--- config.mk ---
export PLATFORM = sky130hd
export DESIGN_NAME = memory_self_test_sequencer
export DESIGN_NICKNAME = d
export VERILOG_FILES = /design/src/rtl/mst_pkg.sv /design/src/rtl/mst_engine.sv /design/src/rtl/memory_self_test_sequencer.sv
export SDC_FILE = /design/constraint.sdc
export NUM_CORES = 1
export LEC_CHECK = 0
export BUFFER_PORTS_ARGS = -buffer_cell sky130_fd_sc_hd__buf_2
export CAP_MARGIN = 20
export CELL_PAD_IN_SITES_DETAIL_PLACEMENT = 1
export CELL_PAD_IN_SITES_GLOBAL_PLACEMENT = 2
export CORE_ASPECT_RATIO = 1.4
export CORE_MARGIN = 3
export CORE_UTILIZATION = 42
export CTS_BUF_LIST = sky130_fd_sc_hd__clkbuf_2
export CTS_CLUSTER_DIAMETER = 30
export DETAILED_ROUTE_END_ITERATION = 7
export PLACE_DENSITY = 0.93
export SETUP_SLACK_MARGIN = 0.4
export SYNTH_ARGS = -nofsm -noshare
export SYNTH_HDL_FRONTEND = slang
export SYNTH_SLANG_ARGS = --single-unit
export TNS_END_PERCENT = 1
--- constraint.sdc ---
create_clock -name clk -period 35.5 [get_ports clk]
set_clock_uncertainty 0.2 [all_clocks]
set_input_delay 0 -clock clk [delete_from_list [all_inputs] [get_ports clk]]
set_output_delay 0 -clock clk [all_outputs]
set_load 0.005 [all_outputs]
--- src/rtl/mst_pkg.sv ---
`timescale 1ns / 1ps

package mst_pkg;

	typedef struct packed {
		logic        req_type;
		logic [31:0] read_data;
	} req_t;

	typedef struct packed {
		logic        access_valid;
		logic        access_write;
		logic [29:0] word_address;
		logic [31:0] write_data;
		logic        test_done;
		logic        test_passed;
		logic [2:0]  fail_stage;
		logic [21:0] fail_offset;
	} rsp_t;

	localparam logic REQ_START = 1'b0;
	localparam logic REQ_SLOT  = 1'b1;

	localparam logic CFG_REGION_BASE = 1'b0;
	localparam logic CFG_REGION_LOG2 = 1'b1;

	localparam logic [2:0] ST_IDLE   = 3'd0;
	localparam logic [2:0] ST_SIMPLE = 3'd1;
	localparam logic [2:0] ST_DATA   = 3'd2;
	localparam logic [2:0] ST_ADDR   = 3'd3;
	localparam logic [2:0] ST_MARCH  = 3'd4;
	localparam logic [2:0] ST_FULL   = 3'd5;
	localparam logic [2:0] ST_DONE   = 3'd6;

	localparam logic [2:0] FAIL_NONE = 3'd0;

	localparam logic [4:0] REGION_LOG2_MIN   = 5'd6;
	localparam logic [4:0] REGION_LOG2_RESET = 5'd22;
	localparam logic [4:0] DATA_LAST_BIT     = 5'd31;

	localparam logic [31:0] SIMPLE_PATTERN = 32'h55AA55AA;
	localparam logic [31:0] ADDR_PATTERN   = 32'hAAAAAAAA;
	localparam logic [31:0] ANTI_PATTERN   = 32'h55555555;
	localparam logic [31:0] MARCH_ZERO     = 32'h00000000;
	localparam logic [31:0] MARCH_ONE      = 32'hFFFFFFFF;

	localparam logic [3:0][31:0] FILL_PATTERNS = {
		32'hAAAAAAAA, 32'h55555555, 32'hFFFFFFFF, 32'h00000000
	};

	localparam int MARCH_SHIFT = 4;
	localparam int STEP_UNROLL = 3;

endpackage

--- src/rtl/mst_engine.sv ---
`timescale 1ns / 1ps

module mst_engine #(
	parameter int MAX_REGION_LOG2 = 22
) (
	input  logic          clk,
	input  logic          arst_n,
	input  logic          fire,
	input  mst_pkg::req_t req,
	input  logic [29:0]   region_base,
	input  logic [4:0]    region_log2,
	output mst_pkg::rsp_t rsp
);
	import mst_pkg::*;

	localparam int OFF_W = MAX_REGION_LOG2;
	localparam int WI_W  = MAX_REGION_LOG2 + 1;
	localparam logic [4:0] MAX_LG = 5'(MAX_REGION_LOG2);

	typedef struct packed {
		logic [2:0]      stage;
		logic [2:0]      pass_step;
		logic [WI_W-1:0] word_index;
		logic [1:0]      pattern_index;
		logic [4:0]      bit_index;
	} seq_t;

	typedef struct packed {
		seq_t             seq;
		logic             halt;
		logic             emit;
		logic             fin;
		logic             wr;
		logic [OFF_W-1:0] off;
		logic [31:0]      pat;
	} step_t;

	function automatic seq_t enter(input logic [2:0] s);
		seq_t n;
		n = '0;
		n.stage = s;
		return n;
	endfunction

	function automatic step_t step_once(input seq_t s, input logic [4:0] lg,
			input logic [WI_W-1:0] size, input logic [WI_W-1:0] march);
		step_t r;
		r = '0;
		r.seq = s;
		case (s.stage)
			ST_SIMPLE: begin
				if (s.pass_step == 3'd0) begin
					r.seq.pass_step = 3'd1;
					r.emit = 1'b1; r.wr = 1'b1; r.pat = SIMPLE_PATTERN;
				end else if (s.pass_step == 3'd1) begin
					r.seq.pass_step = 3'd2;
					r.emit = 1'b1; r.pat = SIMPLE_PATTERN;
				end else begin
					r.seq = enter(ST_DATA);
				end
			end
			ST_DATA: begin
				if (s.pass_step == 3'd0) begin
					r.seq.pass_step = 3'd1;
					r.emit = 1'b1; r.wr = 1'b1; r.pat = 32'd1 << s.bit_index;
				end else if (s.pass_step == 3'd1) begin
					r.seq.pass_step = 3'd2;
					r.emit = 1'b1; r.pat = 32'd1 << s.bit_index;
				end else if (s.bit_index >= DATA_LAST_BIT) begin
					r.seq = enter(ST_ADDR);
				end else begin
					r.seq.bit_index = s.bit_index + 5'd1;
					r.seq.pass_step = 3'd0;
				end
			end
			ST_ADDR: begin
				if (s.pass_step == 3'd0) begin
					if (s.word_index < WI_W'(lg)) begin
						r.seq.word_index = s.word_index + WI_W'(1);
						r.emit = 1'b1; r.wr = 1'b1;
						r.off = OFF_W'(1) << s.word_index; r.pat = ADDR_PATTERN;
					end else begin
						r.seq.pass_step = 3'd1;
					end
				end else if (s.pass_step == 3'd1) begin
					r.seq.pass_step = 3'd2;
					r.seq.word_index = '0;
					r.emit = 1'b1; r.wr = 1'b1; r.pat = ANTI_PATTERN;
				end else if (s.pass_step == 3'd2) begin
					if (s.word_index < WI_W'(lg)) begin
						r.seq.word_index = s.word_index + WI_W'(1);
						r.emit = 1'b1;
						r.off = OFF_W'(1) << s.word_index; r.pat = ADDR_PATTERN;
					end else begin
						r.seq.pass_step = 3'd3;
					end
				end else if (s.pass_step == 3'd3) begin
					r.seq.pass_step = 3'd4;
					r.emit = 1'b1; r.pat = ANTI_PATTERN;
				end else begin
					r.seq = enter(ST_MARCH);
				end
			end
			ST_MARCH: begin
				case (s.pass_step)
					3'd0: begin
						if (s.word_index < march) begin
							r.seq.word_index = s.word_index + WI_W'(1);
							r.emit = 1'b1; r.wr = 1'b1;
							r.off = OFF_W'(s.word_index); r.pat = MARCH_ZERO;
						end else begin
							r.seq.pass_step = 3'd1;
							r.seq.word_index = '0;
						end
					end
					3'd1: begin
						if (s.word_index < march) begin
							r.seq.pass_step = 3'd2;
							r.emit = 1'b1;
							r.off = OFF_W'(s.word_index); r.pat = MARCH_ZERO;
						end else begin
							r.seq.pass_step = 3'd3;
							r.seq.word_index = '0;
						end
					end
					3'd2: begin
						r.seq.pass_step = 3'd1;
						r.seq.word_index = s.word_index + WI_W'(1);
						r.emit = 1'b1; r.wr = 1'b1;
						r.off = OFF_W'(s.word_index); r.pat = MARCH_ONE;
					end
					3'd3: begin
						if (s.word_index < march) begin
							r.seq.pass_step = 3'd4;
							r.emit = 1'b1;
							r.off = OFF_W'(s.word_index); r.pat = MARCH_ONE;
						end else begin
							r.seq.pass_step = 3'd5;
							r.seq.word_index = '0;
						end
					end
					3'd4: begin
						r.seq.pass_step = 3'd3;
						r.seq.word_index = s.word_index + WI_W'(1);
						r.emit = 1'b1; r.wr = 1'b1;
						r.off = OFF_W'(s.word_index); r.pat = MARCH_ZERO;
					end
					3'd5: begin
						if (s.word_index < march) begin
							r.seq.word_index = s.word_index + WI_W'(1);
							r.emit = 1'b1;
							r.off = OFF_W'(march - WI_W'(1) - s.word_index);
							r.pat = MARCH_ZERO;
						end else begin
							r.seq = enter(ST_FULL);
						end
					end
					default: begin
						r.seq = enter(ST_FULL);
					end
				endcase
			end
			ST_FULL: begin
				if (s.pass_step == 3'd0) begin
					if (s.word_index < size) begin
						r.seq.word_index = s.word_index + WI_W'(1);
						r.emit = 1'b1; r.wr = 1'b1;
						r.off = OFF_W'(s.word_index); r.pat = FILL_PATTERNS[s.pattern_index];
					end else begin
						r.seq.pass_step = 3'd1;
						r.seq.word_index = '0;
					end
				end else if (s.pass_step == 3'd1) begin
					if (s.word_index < size) begin
						r.seq.word_index = s.word_index + WI_W'(1);
						r.emit = 1'b1;
						r.off = OFF_W'(s.word_index); r.pat = FILL_PATTERNS[s.pattern_index];
					end else if (s.pattern_index == 2'd3) begin
						r.seq.stage = ST_DONE;
						r.fin = 1'b1;
					end else begin
						r.seq.pattern_index = s.pattern_index + 2'd1;
						r.seq.pass_step = 3'd0;
						r.seq.word_index = '0;
					end
				end else begin
					r.seq.pass_step = 3'd0;
				end
			end
			default: begin
				r.halt = 1'b1;
			end
		endcase
		return r;
	endfunction

	seq_t             seq_q, seq_d;
	logic             pending_q, pending_d;
	logic [31:0]      expected_q, expected_d;
	logic [OFF_W-1:0] pend_off_q, pend_off_d;
	logic             v_done_q, v_done_d;
	logic             v_passed_q, v_passed_d;
	logic [2:0]       v_stage_q, v_stage_d;

	logic [4:0]      lg;
	logic [WI_W-1:0] size;
	logic [WI_W-1:0] march;
	step_t           r;
	logic            have;

	always_comb begin
		if (region_log2 < REGION_LOG2_MIN) begin
			lg = REGION_LOG2_MIN;
		end else if (region_log2 > MAX_LG) begin
			lg = MAX_LG;
		end else begin
			lg = region_log2;
		end
		size  = WI_W'(1) << lg;
		march = size >> MARCH_SHIFT;
	end

	always_comb begin
		seq_d      = seq_q;
		pending_d  = pending_q;
		expected_d = expected_q;
		pend_off_d = pend_off_q;
		v_done_d   = v_done_q;
		v_passed_d = v_passed_q;
		v_stage_d  = v_stage_q;
		r          = '0;
		have       = 1'b0;
		if (req.req_type == REQ_START) begin
			seq_d      = enter(ST_SIMPLE);
			pending_d  = 1'b0;
			expected_d = '0;
			pend_off_d = '0;
			v_done_d   = 1'b0;
			v_passed_d = 1'b0;
			v_stage_d  = FAIL_NONE;
		end else if (seq_q.stage >= ST_SIMPLE && seq_q.stage <= ST_FULL) begin
			if (pending_q) begin
				pending_d = 1'b0;
				if (req.read_data != expected_q) begin
					v_done_d      = 1'b1;
					v_passed_d    = 1'b0;
					v_stage_d     = seq_q.stage;
					seq_d.stage   = ST_DONE;
				end
			end
			if (seq_d.stage != ST_DONE) begin
				r.seq = seq_d;
				// non-issuing steps (pass ends, stage changes) chain at most twice
				for (int i = 0; i < STEP_UNROLL; i++) begin
					if (!r.emit && !r.fin && !r.halt) begin
						r = step_once(r.seq, lg, size, march);
					end
				end
				seq_d = r.seq;
				if (r.fin) begin
					v_done_d   = 1'b1;
					v_passed_d = 1'b1;
					v_stage_d  = FAIL_NONE;
				end
				if (r.emit) begin
					have = 1'b1;
					if (!r.wr) begin
						pending_d  = 1'b1;
						expected_d = r.pat;
						pend_off_d = r.off;
					end
				end
			end
		end
	end

	always_comb begin
		rsp.access_valid = have;
		rsp.access_write = have & r.wr;
		rsp.word_address = have ? region_base + 30'(r.off) : '0;
		rsp.write_data   = (have && r.wr) ? r.pat : '0;
		rsp.test_done    = v_done_d;
		rsp.test_passed  = v_passed_d;
		rsp.fail_stage   = v_stage_d;
		rsp.fail_offset  = (v_done_d && !v_passed_d) ? 22'(pend_off_d) : '0;
	end

	always_ff @(posedge clk or negedge arst_n) begin
		if (!arst_n) begin
			seq_q      <= '0;
			pending_q  <= 1'b0;
			expected_q <= '0;
			pend_off_q <= '0;
			v_done_q   <= 1'b0;
			v_passed_q <= 1'b0;
			v_stage_q  <= FAIL_NONE;
		end else if (fire) begin
			seq_q      <= seq_d;
			pending_q  <= pending_d;
			expected_q <= expected_d;
			pend_off_q <= pend_off_d;
			v_done_q   <= v_done_d;
			v_passed_q <= v_passed_d;
			v_stage_q  <= v_stage_d;
		end
	end

	a_pending_active: assert property (@(posedge clk) disable iff (!arst_n)
		pending_q |-> (seq_q.stage >= ST_SIMPLE && seq_q.stage <= ST_FULL))
		else $error("read outstanding outside an active stage");

	a_done_matches_stage: assert property (@(posedge clk) disable iff (!arst_n)
		v_done_q == (seq_q.stage == ST_DONE))
		else $error("verdict done flag disagrees with sequencer stage");

	a_fail_stage_set: assert property (@(posedge clk) disable iff (!arst_n)
		(v_stage_q != FAIL_NONE) == (v_done_q && !v_passed_q))
		else $error("fail stage inconsistent with verdict");

endmodule

--- src/rtl/memory_self_test_sequencer.sv ---
`timescale 1ns / 1ps

// channel   dir  handshake            payload
// req       in   req_valid/req_stall  mst_pkg::req_t (req_type, read_data)
// rsp       out  rsp_valid/rsp_stall  mst_pkg::rsp_t (access and verdict)
// cfg       in   cfg_write_en         cfg_index, cfg_data
//
// One request per clock while req_stall is low; each yields one result, offered once it has
// passed the input register and then the output register.
// The next access comes from a chain of at most three sequencer steps between them.
// Reset clears the sequencer to idle and the region to base 0, log2 22.
// rsp_stall holds the output register; req_stall rises only with both registers full.

module memory_self_test_sequencer #(
	parameter int MAX_REGION_LOG2 = 22
) (
	input  logic          clk,
	input  logic          arst_n,
	input  logic          req_valid,
	output logic          req_stall,
	input  mst_pkg::req_t req,
	output logic          rsp_valid,
	input  logic          rsp_stall,
	output mst_pkg::rsp_t rsp,
	input  logic          cfg_write_en,
	input  logic          cfg_index,
	input  logic [29:0]   cfg_data
);
	import mst_pkg::*;

	logic        valid_s1;
	req_t        req_s1;
	logic        rsp_valid_q;
	rsp_t        rsp_q;
	rsp_t        result;
	logic        advance;
	logic        fire;
	logic [29:0] region_base_q;
	logic [4:0]  region_log2_q;

	assign advance   = !rsp_valid_q || !rsp_stall;
	assign req_stall = valid_s1 && !advance;
	assign fire      = valid_s1 && advance;
	assign rsp_valid = rsp_valid_q;
	assign rsp       = rsp_q;

	always_ff @(posedge clk or negedge arst_n) begin
		if (!arst_n) begin
			region_base_q <= '0;
			region_log2_q <= REGION_LOG2_RESET;
		end else if (cfg_write_en) begin
			case (cfg_index)
				CFG_REGION_BASE: region_base_q <= cfg_data;
				CFG_REGION_LOG2: region_log2_q <= cfg_data[4:0];
				default: ;
			endcase
		end
	end

	always_ff @(posedge clk or negedge arst_n) begin
		if (!arst_n) begin
			valid_s1    <= 1'b0;
			rsp_valid_q <= 1'b0;
		end else begin
			if (!req_stall) begin
				valid_s1 <= req_valid;
			end
			if (advance) begin
				rsp_valid_q <= valid_s1;
			end
		end
	end

	always_ff @(posedge clk) begin
		if (req_valid && !req_stall) begin
			req_s1 <= req;
		end
		if (fire) begin
			rsp_q <= result;
		end
	end

	mst_engine #(
		.MAX_REGION_LOG2(MAX_REGION_LOG2)
	) u_engine (
		.clk        (clk),
		.arst_n     (arst_n),
		.fire       (fire),
		.req        (req_s1),
		.region_base(region_base_q),
		.region_log2(region_log2_q),
		.rsp        (result)
	);

	a_stall_only_full: assert property (@(posedge clk) disable iff (!arst_n)
		req_stall |-> (valid_s1 && rsp_valid_q && rsp_stall))
		else $error("request stalled with room in the pipeline");

	a_start_result: assert property (@(posedge clk) disable iff (!arst_n)
		(fire && req_s1.req_type == REQ_START) |=>
		(rsp_valid && !rsp.access_valid && !rsp.test_done))
		else $error("start request produced an access or a stale verdict");

	a_passed_clean: assert property (@(posedge clk) disable iff (!arst_n)
		(rsp_valid && rsp.test_passed) |->
		(rsp.test_done && rsp.fail_stage == FAIL_NONE && !rsp.access_valid))
		else $error("pass verdict with failure info or an access");

endmodule
# Word-level counts from Yosys, hierarchy flattened
# Cells that the tools add are included.
# word_totals
in_bits,69
elab_cells,512
reg_bits,257
output_inout_bits,93
# op_classes
n_reduce_logical,46
shifts,7
eq_ne,39
muxes,360
n_addsub,14
order_cmp,19
bitwise_logic,2
# ops
operator,count
54-bit 2-to-1 mux,21
94-bit 2-to-1 mux,11
54-bit case mux with 6 select lines,3
55-bit 2-to-1 mux,15
32-bit 2-to-1 mux,23
32-bit case mux with 5 select lines,3
26-bit case mux with 6 select lines,3
31-bit case mux with 5 select lines,3
30-bit 2-to-1 mux,15
23-bit 2-to-1 mux,15
26-bit 2-to-1 mux,12
22-bit 2-to-1 mux,11
3-bit 2-to-1 mux,67
22-bit case mux with 3 select lines,3
32-bit binary-select mux with 2-bit select,3
31-bit 2-to-1 mux,6
25-bit 2-to-1 mux,6
36-bit 2-to-1 mux,3
"1-bit by 5-bit left shift with 32-bit output, first input constant",3
28-bit 2-to-1 mux,3
7-bit 2-to-1 mux,12
1-bit 2-to-1 mux,78
"23-bit by 1-bit adder with 23-bit output, second input constant",3
23-bit by 19-bit < comparator with 1-bit output,3
44 further kinds,162

# Logic depth before layout (Yosys ltp)
# Gate-level depths: netlist (run 1).
# logic_depth
ltp_word,39
ltp_mapped,72
depth_no_buf,66

# Hierarchy
# From an unflattened synthesis (run 1), not the netlist that was laid out.
# unflattened
cells_unflattened,3179
hier_area_um2,26330.3
# by_module_without_submodules
mod,n_inst,seq_area_each_um2,cells_per_inst,area_each_um2
mst_engine,1,2402.3,2972,21157.8
memory_self_test_sequencer,1,4653.2,207,5172.5

# Worst setup path after synthesis (run 1)
# Ideal clock, no wire load.
# synth_path
path_type,register to register
startpoint,register region_log2_q[1]
endpoint,"register rsp_q (netlist bit rsp[87]), data pin"
required_time_ps,35043
synth_period_minus_slack_ps,13157
n_path_buf,6
setup_time_ps,257
stages_incl_launch_ff,69
path_slack_ps,22343
arrival_ps,12701
cell_sequence,dfstp_2 > clkbuf_1 > a21oi_1 > xnor2_1 > a21oi_1 > nand3_1 > ha_1 > a21oi_1 > o21ai_0 > a211o_1 > o31ai_2 > and3_1 > buf_1 > a21oi_2 > buf_6 > nand2_1 > a22o_1 > clkbuf_1 > [33 not listed] > fa_1 > nor2b_1 > o21ai_0 > a21boi_0 > o21ai_0 > a21boi_0 > o21ai_0 > a21boi_0 > o21ai_0 > nand2b_1 > a31oi_1 > o211ai_1 > a311o_1 > a21o_1 > a21o_1 > nand3_1 > xor2_1 > nor2_1
# synth_between
elab_chain_cells,36
word_cells_on_any_way,243
classes_between,add/sub (6); order compare (12); eq/ne (21); shift (3); mux (182); reduce/logical (19)
# synth_lines
element,line,rtl
from (decl),memory_self_test_sequencer.sv:39,logic [4:0] region_log2_q;
from (signal assigned),memory_self_test_sequencer.sv:54,CFG_REGION_LOG2: region_log2_q <= cfg_data[4:0];
5-bit > comparator,mst_engine.sv:214,end else if (region_log2 > MAX_LG) begin
5-bit 2-to-1 mux,mst_engine.sv:214,
5-bit 2-to-1 mux (*),mst_engine.sv:212,if (region_log2 < REGION_LOG2_MIN) begin
1-bit by 5-bit left shift with 23-bit output / 23-bit by 5-bit < comparator with 1-bit output (equally long branches),"mst_engine.sv:219, mst_engine.sv:78, mst_engine.sv:90",
23-bit < comparator (tied with other cells),"mst_engine.sv:165, mst_engine.sv:174",
23-bit 2-to-1 mux (tied with other cells),mst_engine.sv:174,if (s.word_index < size) begin
25-bit 2-to-1 mux (tied with other cells),mst_engine.sv:173,end else if (s.pass_step == 3'd1) begin
26-bit 2-to-1 mux (tied with other cells),mst_engine.sv:164,if (s.pass_step == 3'd0) begin
[20 not listed],--,
94-bit 2-to-1 mux (*),mst_engine.sv:255,if (!r.emit && !r.fin && !r.halt) begin
94-bit 2-to-1 mux (*),mst_engine.sv:251,if (seq_d.stage != ST_DONE) begin
94-bit 2-to-1 mux (*),mst_engine.sv:241,end else if (seq_q.stage >= ST_SIMPLE && seq_q.stage <= ST_FULL) begin
94-bit 2-to-1 mux (*),mst_engine.sv:233,if (req.req_type == REQ_START) begin
55-bit 2-to-1 mux / 1-bit 2-to-1 mux (equally long branches),"mst_engine.sv:251, mst_engine.sv:265",
55-bit 2-to-1 mux / 1-bit 2-to-1 mux (equally long branches),"mst_engine.sv:241, mst_engine.sv:251",
55-bit 2-to-1 mux / 1-bit 2-to-1 mux (equally long branches),"mst_engine.sv:233, mst_engine.sv:241",
30-bit by 22-bit adder with 30-bit output / 1-bit 2-to-1 mux (equally long branches),"mst_engine.sv:280, mst_engine.sv:233",
to (signal assigned),memory_self_test_sequencer.sv:79,rsp_q <= result;
to (decl),memory_self_test_sequencer.sv:34,rsp_t rsp_q;
# Mark *: on every way between the ends. The rest lies on a longest branch, timed or not. The select of a mux whose other input is x is not followed.
# A chain may end at the register's enable or synchronous reset.

# Final worst setup path (run 1)
# layout_path
startpoint,register region_log2_q[3]
endpoint,"register rsp_q (netlist bit rsp[80]), data pin"
# The elaborated chain is that of the path after synthesis.

==> summary.md, run 1 <==
| Metric | Value |
|---|---|
| Via count | 28.26k |
| Row Count | ~100 |
| Setup-failing EPs final | 0 |
| #FFs+latches synth | about 260 |
| Buffers on Ports | between 150 and 200 |
| Filler instances | 6547 |
| Area leader, netlist | edfxtp_1 |
| Largest net degree at the start of global routing | 69 |
| Util after Layout | just over 50% |
| Clock Tree Buf Depth | 3 |
| Fin cells | approximately 4k |
| Critical Path End Type | flip-flop |
| Largest cells by area after synthesis | edfxtp_1 (16%), dfrtp_1 (14%), ha_1 (13%), nor2_1 (4.2%), nand2_1 (4.1%) |
| Slew Limit Fails | 0 |
| R2R setup slack | ~17 ns |
| Post-Place Worst Slack | around 19 ns |
| Die X | between 200 and 250 um |
| First-pass GRT wire length | between 200000 and 250000 um |
| Total die area | between 50000 and 60000 sq um |
| Main synth FF type | dfrtp_1 |
| Warnings from Yosys | 0 |
| Antenna-violating nets left | 0 |
| Starting Density | a little over two fifths |
| Max Cap Viol | 1 |
| Share of cells above drive strength 1 | roughly 16% |
| Cell mode on critical path | a21o_1 |
| Area share of the leading cell type in the synthesized netlist | roughly 16% |
| Core area | approximately 56000 sq um |
| Max Fclk | roughly 54 MHz |
| CP delay by family, top | compound AO/OA/AOI/OAI gates |
| TNS Setup | 0 ns |
| Area grow syn2layout | 20.45% |
| Post-Syn Area | ~24000 sq um |
| Initial antenna violation count | 23 |
| Relative slew margins | 1.003% |
| Outcome | finished with violations |
| Post_cts resized | 0 |
| Failing checks | design-rule violations, max-capacitance violations |
| Minimum clock period | roughly 19 ns |
| GRT Total Usage | 48.10% |
| Pwr Density | around 67 nW/um^2 |
| Root Driver | clkbuf_2 |
| CP required | around 36 ns |
| Clock latency on the worst-skew pair | roughly 1.3 ns |
| Worst-Margin Slew | about 1.5 ns |
| Total gr overflow | 0 |
| Ports | approximately 160 |
| DR WL/cell | roughly 38 um |
| Pre-Repair DR Iteration Count | 8 |
| Die H | approximately 290 um |
| H-tree levels | 3 |
| Total power after layout | between 1.5 and 2 mW |
| CP arrival | ~19 ns |
| Final WS setup | approximately 17 ns |
| Drt first-iter violations | 3171 |
| Wirelength, routed | between 150000 and 200000 um |
| Post-Place Cells | between 3k and 4k |
| CP Max Fanout | 14 |
| Peak supply drop | 0.05800 mV |
| Min-delay worst type | in -> reg |
| Routability congestion estimate | ~1.1 |
| DP HPWL | 96770 um |
| CTS sink cnt | roughly 260 |
| Cts bufs inserted | 76 |
| Post-synth ARST share | a little over 50% |
| Synth Area per Inst | 8.532 sq um |
| EDFF count, synth | about 120 |
| # DRC | 1 |
| Startpoint Class | flip-flop |
| Reg clk slew, reported paths | 0.21 ns |
| Critical Path Slowest Stage Cell | o21ai_0 |
| Final hold vios | 0 |
| Nets@finish | between 3k and 4k |
| Avg Vias per Cell | roughly 7 |
| Seq/Total Area, Yosys | about 30% |
| WS Path Type | reg -> reg |
| Number of global-route vias before repair | 29.10k |
| Tcrit/Tclk final | between 50% and 60% |
| Mapped Cells | 2774 |
| WP buf/inv | 3 |
| CTS tree | yes |
| Leakage power | roughly 12 nW |
| Slowest stage delay, CP | approximately 1.2 ns |
| RSZ-0062 raised after global routing | no |
| Unique masters post-synth | ~120 |
## through the flow
stage | hold WS (ns) | instance area (sq um)
CTS | 0.03072 | 28350
global placement | -0.09664 | 25540
global route | 0.08991 | 28490
floorplan | -0.4956 | 23780
finish | 0.04887 | 28510
detailed placement | -0.08638 | 25540
## kinds of logic after synthesis
kind of cell | Yosys count | synth area share, %
multiplexers | 55 | 2.522
AO/OA/AOI/OAI | 880 | 25.90
flip-flops | 257 | 29.81
buffers and inverters | 270 | 4.673
adder cells (fa/ha/maj) | 250 | 13.34
XOR/XNOR | 113 | 4.181
other | 2 | 0.03173
AND/OR/NAND/NOR | 947 | 19.54
## timing repair
action | 4_1_cts | 5_1_grt
hold buffers | 204 | 0
setup buffers | 0 | 0
hold endpoints to repair | 286 | 0
## synth_stat cells (28+ instances only)
cell type  instances
nor4_1            28
nand2_1          256
and3_1            38
nand4_1           36
nor3_1            71
o21ai_0          141
a21oi_1          181
o21ai_1           52
a21o_1            54
mux2_2            36
xor2_1            56
a31oi_1           45
a22o_1            43
dfrtp_1          130
nor2_1           266
nor2b_1           42
buf_2             28
nand3_1           85
clkbuf_1          77
edfxtp_1         124
xnor2_1           57
a211oi_1          35
inv_1            126
nand2b_1          28
a22oi_1           28
ha_1             246
## final timing paths
kind,from,endpoint,cells past startpoint
setup / recovery,region_log2_q[3]$_DFFE_PN0P_,rsp[80]$_SDFFCE_PN0P_,58
hold / removal,rsp_stall,rsp_valid$_DFFE_PN0N_,5
setup reg to reg,region_log2_q[3]$_DFFE_PN0P_,rsp[80]$_SDFFCE_PN0P_,58
hold reg to reg,valid_s1$_DFFE_PN0N_,rsp_valid$_DFFE_PN0N_,1
max in group asynchronous,arst_n,u_engine.seq_q[31]$_DFFE_PN0P_,5
min in group asynchronous,arst_n,rsp_valid$_DFFE_PN0N_,5
## sequential cells by signal, summed over array words and instances (netlist names)
register,flops
region_base_q,30
region_log2_q,5
req_s1,33
rsp,91
rsp_valid,1
u_engine.expected_q,32
u_engine.pend_off_q,22
u_engine.pending_q,1
u_engine.seq_q,36
u_engine.v_done_q,1
u_engine.v_passed_q,1
u_engine.v_stage_q,3
valid_s1,1
## worst reg2reg max path, delay by kind of cell (launching register included)
kind	cells	cell delay, ns
AOI/OAI and AO/OA	33	9.83
xor gates and xnor gates	1	0.33
adders and majority gates	4	1.47
buffers and inverters	3	0.61
DFF	1	0.62
and+or+nand+nor	17	5.29
## final cells by class
type                    instances  area (sq um)  share of cell area (%)
multi-input cells            2277         15670                   54.96
flip-flops and latches        257          7056                   24.75
repair buffers                448          3533                   12.39
well taps                     728         910.9                   3.195
inverters                     144         544.3                   1.909
clock buffers                 107         535.5                   1.878
clock inverters                35         212.7                  0.7461
diodes                         19         47.55                  0.1668
## where the power goes
group | total, mW | internal [mW] | switching (mW)
combinational | 1.19 | 0.342 | 0.844
sequential | 0.438 | 0.379 | 0.0588
clock | 0.298 | 0.0940 | 0.204
## metal layers
metal	global-route usage, %	share of wire, %
met3	14.97	10
met4	45.24	13
met1	48.74	32
met5	0.9354	0.11
met2	77.59	45
## cells in the final DEF (no fill, tap or decap), types with 107 or more instances in the layout
master / n
nand2_1: 256
clkbuf_2: 107
a21oi_1: 180
o21ai_0: 140
dlygate4sd3_1: 203
inv_1: 126
buf_2: 162
ha_1: 246
dfrtp_1: 130
nor2_1: 266
edfxtp_1: 124
No activity file was read; power rests on OpenSTA's default activity.
==> run 2: changes to the inputs <==
ABC_AREA = 1   (was default)
CORE_UTILIZATION = 36   (was 42)
PLACE_DENSITY = 0.88   (was 0.93)
clock period = 18.2 ns   (was 35.5 ns; I/O delays follow)
==> run 2 against run 1 <==
  * Maximum frequency rose by 11%
  * Global-route usage fell by 8.6 points
  * First-iteration DRC count fell by 12%
  * Hold slack improved by 0.027 ns
  * Die area rose by 37%
  * The run now ends clean
  * Utilization fell by 8.8 points
  * Sequential cell count did not move
  * Critical path depth rose by 22
  * Power rose to 3.4 times the previous value
  * Setup slack got worse by 16 ns
  * Register-to-register slack got worse by 16 ns
  * Clock power rose by 90%
  * Highest routed layer unchanged
==> summary.md, run 2 <==
| Metric | Value |
|---|---|
| Critical Path End Type | flip-flop |
| Most common cell after layout, fill and taps aside | nand2_1 |
| Pwr Density | 197.2 nW/um^2 (+190%) |
| Clock latency on the worst-skew pair | 1.04 ns (-0.22 ns) |
| Wirelength, routed | 165600 um (+9.5%) |
| Cell mode on critical path | nand2_1 |
| # DRC | 0 (-1) |
| Comb power frac | 77.5% (+16 points) |
| Max Fclk | 59.68 MHz (+11%) |
| CP required | 18.78 ns (-17.54 ns) |
| Total gr overflow | 0 (unchanged) |
| Nets@finish | 4820 (+37%) |
| Met2 Wirelength | 77250 um (+14%) |
| Core area | 76870 sq um (+38%) |
| Die X | 242.1 um (+17%) |
| Met3 Wirelength | 11330 um (-27%) |
| Worst-Margin Slew | 1.426 ns (-0.04377 ns) |
| Sw power | 4.210 mW (+280%) |
| Sequential Power Share | 13.7% (-9.1 points) |
| Unique masters post-synth | 70 (-41%) |
| Ports | 162 (unchanged) |
| Most common cell in the netlist | nand2_1 |
| Pre-Repair DR Iteration Count | 6 (-2) |
| Area after DPL | 29990 sq um (+17%) |
| Flip-flop count of the largest register after layout | 91 (unchanged) |
| Switching share of power | 65.23% (+7.6 points) |
| Cts bufs inserted | 70 (-7.9%) |
| #FFs+latches synth | 257 (unchanged) |
| Largest cells by area after synthesis | nand2_1 (15%), edfxtp_1 (13%), dfrtp_1 (12%), ha_1 (11%), a21oi_1 (5.4%) |
| Critical Path Slowest Stage Cell | dfstp_2 |
| FF+latch area | 7056 sq um (unchanged) |
| Total die area | 81450 sq um (+37%) |
| Main synth FF type | dfrtp_1 |
| Top layer in use | met5 |
| Setup-failing EPs final | 0 (unchanged) |
| Area share of the leading cell type in the synthesized netlist | 14.61% (-1.1 points) |
| Share of cells above drive strength 1 | 13.44% (-2.1 points) |
| Peak supply drop | 0.1262 mV (+120%) |
| Metal-1 WL | 58160 um (+21%) |
| RSZ-0062 raised after global routing | no |
| Antenna-violating nets left | 0 (unchanged) |
| CTS tree | yes |
| EDFF count, synth | 124 (unchanged) |
| Routability congestion estimate | 1.063 (-1.3%) |
| Multi-input logic area | 18670 sq um (+19%) |
| Leakage power | 15.89 nW (+29%) |
| Tcrit/Tclk final | 92.06% (+40 points) |
| Slew Limit Fails | 0 (unchanged) |
| Internal Pwr Total | 2.244 mW (+180%) |
| Post-route cell area | 32730 sq um (+15%) |
| Filler instances | 10.11k (+54%) |
| Drt first-iter violations | 2803 (-12%) |
| Slowest stage delay, CP | 0.77 ns (-0.41 ns) |
| Commonest cells in the netlist | nand2_1 (1093), nor2_1 (401), inv_1 (379), a21oi_1 (304), nand3_1 (274) |
| Via count | 33.31k (+18%) |
| Minimum clock period | 16.75 ns (-1.775 ns) |
| Seq/Total Area, Yosys | 25.12% (-4.7 points) |
| CTS sink cnt | 257 (unchanged) |
| DR WL/cell | 29.59 um (-21%) |
| Final hold vios | 0 (unchanged) |
| First-pass GRT wire length | 236800 um (+16%) |
| Max Cap Viol | 0 (-1) |
| Clock share of power | 8.8% (-6.7 points) |
| Outcome | completed |
| Relative slew margins | 4.605% (+3.6 points) |
| Clock Tree Buf Depth | 3 (unchanged) |
| Root Driver | clkbuf_2 |
| TNS Setup | 0 ns (unchanged) |
| DP HPWL | 121800 um (+26%) |
| Startpoint Class | flip-flop |
| Largest net degree at the start of global routing | 72 (+4.3%) |
| H-tree levels | 3 (unchanged) |
| Buffers on Ports | 161 (unchanged) |
| Post-Syn Area | 28090 sq um (+19%) |
| Min-delay worst type | in -> reg |
| CP arrival | 17.33 ns (-2.02 ns) |
| Most frequent cells in the layout | nand2_1 (1092), nor2_1 (400), inv_1 (379), a21oi_1 (303), nand3_1 (274) |
| CP Max Fanout | 19 (+5) |
| Initial antenna violation count | 6 (-74%) |
| Area leader, netlist | nand2_1 |
| Avg Vias per Cell | 5.953 (-15%) |
| Starting Density | 36.53% (-6.1 points) |
| Util after Layout | 42.57% (-8.8 points) |
| Number of global-route vias before repair | 34.32k (+18%) |
| Area grow syn2layout | 16.52% |
| Reg clk slew, reported paths | 0.13 ns (-0.08 ns) |
| Die H | 336.5 um (+17%) |
| Mapped Cells | 4139 (+49%) |
| Row Count | 120 (+18%) |
| Synth Area per Inst | 6.786 sq um (-20%) |
| Warnings from Yosys | 0 (unchanged) |
| Post-synth ARST share | 51.75% (unchanged) |
| WS Path Type | reg -> reg |
| GRT Total Usage | 39.50% (-8.6 points) |
[run 2: cell types whose count changed in the layout (fill, tap and decap cells not counted), sizes merged, moves of 38 or more]
cell,previous run,this run
a21o,57,8
a21oi,185,327
a22o,43,0
and3,38,0
inv,139,446
nand2,258,1152
nand3,88,297
nand4,36,83
nor2,267,441
nor2b,42,0
o21ai,196,248
[run 2: metrics by stage]
| stage | hold WS, ns | instances | setup slack (ns) | power (mW) |
|---|---|---|---|---|
| after floorplan | -0.4956 | 4169 | 7.433 | 3.833 |
| after global placement | -0.1103 | 5272 | 3.205 | 5.554 |
| after detailed placement | -0.08745 | 5274 | 2.866 | 5.584 |
| after CTS | 0.002431 | 5589 | 2.746 | 6.181 |
| after global routing | 0.05814 | 5592 | 0.8737 | 6.774 |
| final | 0.07633 | 5595 | 1.445 | 6.454 |
[run 2: worst max-delay path, delay by kind of cell (launching register included)]
family                     cells  cell delay, ns
DFF                            1            0.77
and+or+nand+nor               41            7.38
xor gates and xnor gates       1            0.22
AOI/OAI and AO/OA             23            4.29
adders and majority gates      4            1.46
buffers and inverters         11            2.12
[run 2: worst paths after layout]
path	startpoint	to	slack, ns	cells past startpoint
max	region_log2_q[4]$_DFFE_PN1P_	rsp[88]$_SDFFCE_PN0P_	1.45	80
max reg2reg	region_log2_q[4]$_DFFE_PN1P_	rsp[88]$_SDFFCE_PN0P_	1.45	80
min in group asynchronous	arst_n	region_base_q[12]$_DFFE_PN0P_	0.50	5
min reg2reg	u_engine.pend_off_q[7]$_DFFE_PN0P_	u_engine.pend_off_q[7]$_DFFE_PN0P_	0.29	2
min	req[2]	req_s1[2]$_DFFE_PP_	0.08	3
max in group asynchronous	arst_n	u_engine.seq_q[1]$_DFFE_PN0P_	16.32	5
[run 2: logic make-up after synthesis]
family                     synth area share (%)
other                                   0.02674
and+or+nand+nor                           33.38
xor gates and xnor gates                  3.586
adders and majority gates                 11.38
buffers and inverters                     8.892
muxes                                    0.9177
AOI/OAI and AO/OA                         16.70
DFF                                       25.12
[run 2: routing by layer]
metal	global-route usage, %	vias to the layer above
met1	41.53	16100
li1	-	14680
met3	6.897	772
met4	37.29	2
met5	0	-
met2	67.10	1747
[run 2: cell type report]
| class | instances | share of cell area, % |
|---|---|---|
| multi-input combinational | 3302 | 57.04 |
| sequential | 257 | 21.56 |
| timing repair buffer | 407 | 9.646 |
| inverter | 460 | 5.276 |
| tap | 1037 | 3.965 |
| clock buffer | 98 | 1.499 |
| clock inverter | 30 | 0.9826 |
| antenna | 4 | 0.03059 |
[run 2: timing repair]
item | in CTS | in global routing
buffers inserted | 0 | 0
gates resized for setup | 0 | 0
hold endpoints to repair | 316 | 0
hold buffers | 187 | 0
[run 2: power groups by stage]
| stage | sequential, mW | clock (mW) | combinational (mW) |
|---|---|---|---|
| finish | 0.884 | 0.565 | 5.00 |
| global route | 0.890 | 0.598 | 5.29 |
| CTS | 0.869 | 0.546 | 4.77 |
| detailed placement | 0.880 | 0 | 4.70 |
| global placement | 0.876 | 0 | 4.68 |
| floorplan | 0.847 | 0 | 2.99 |
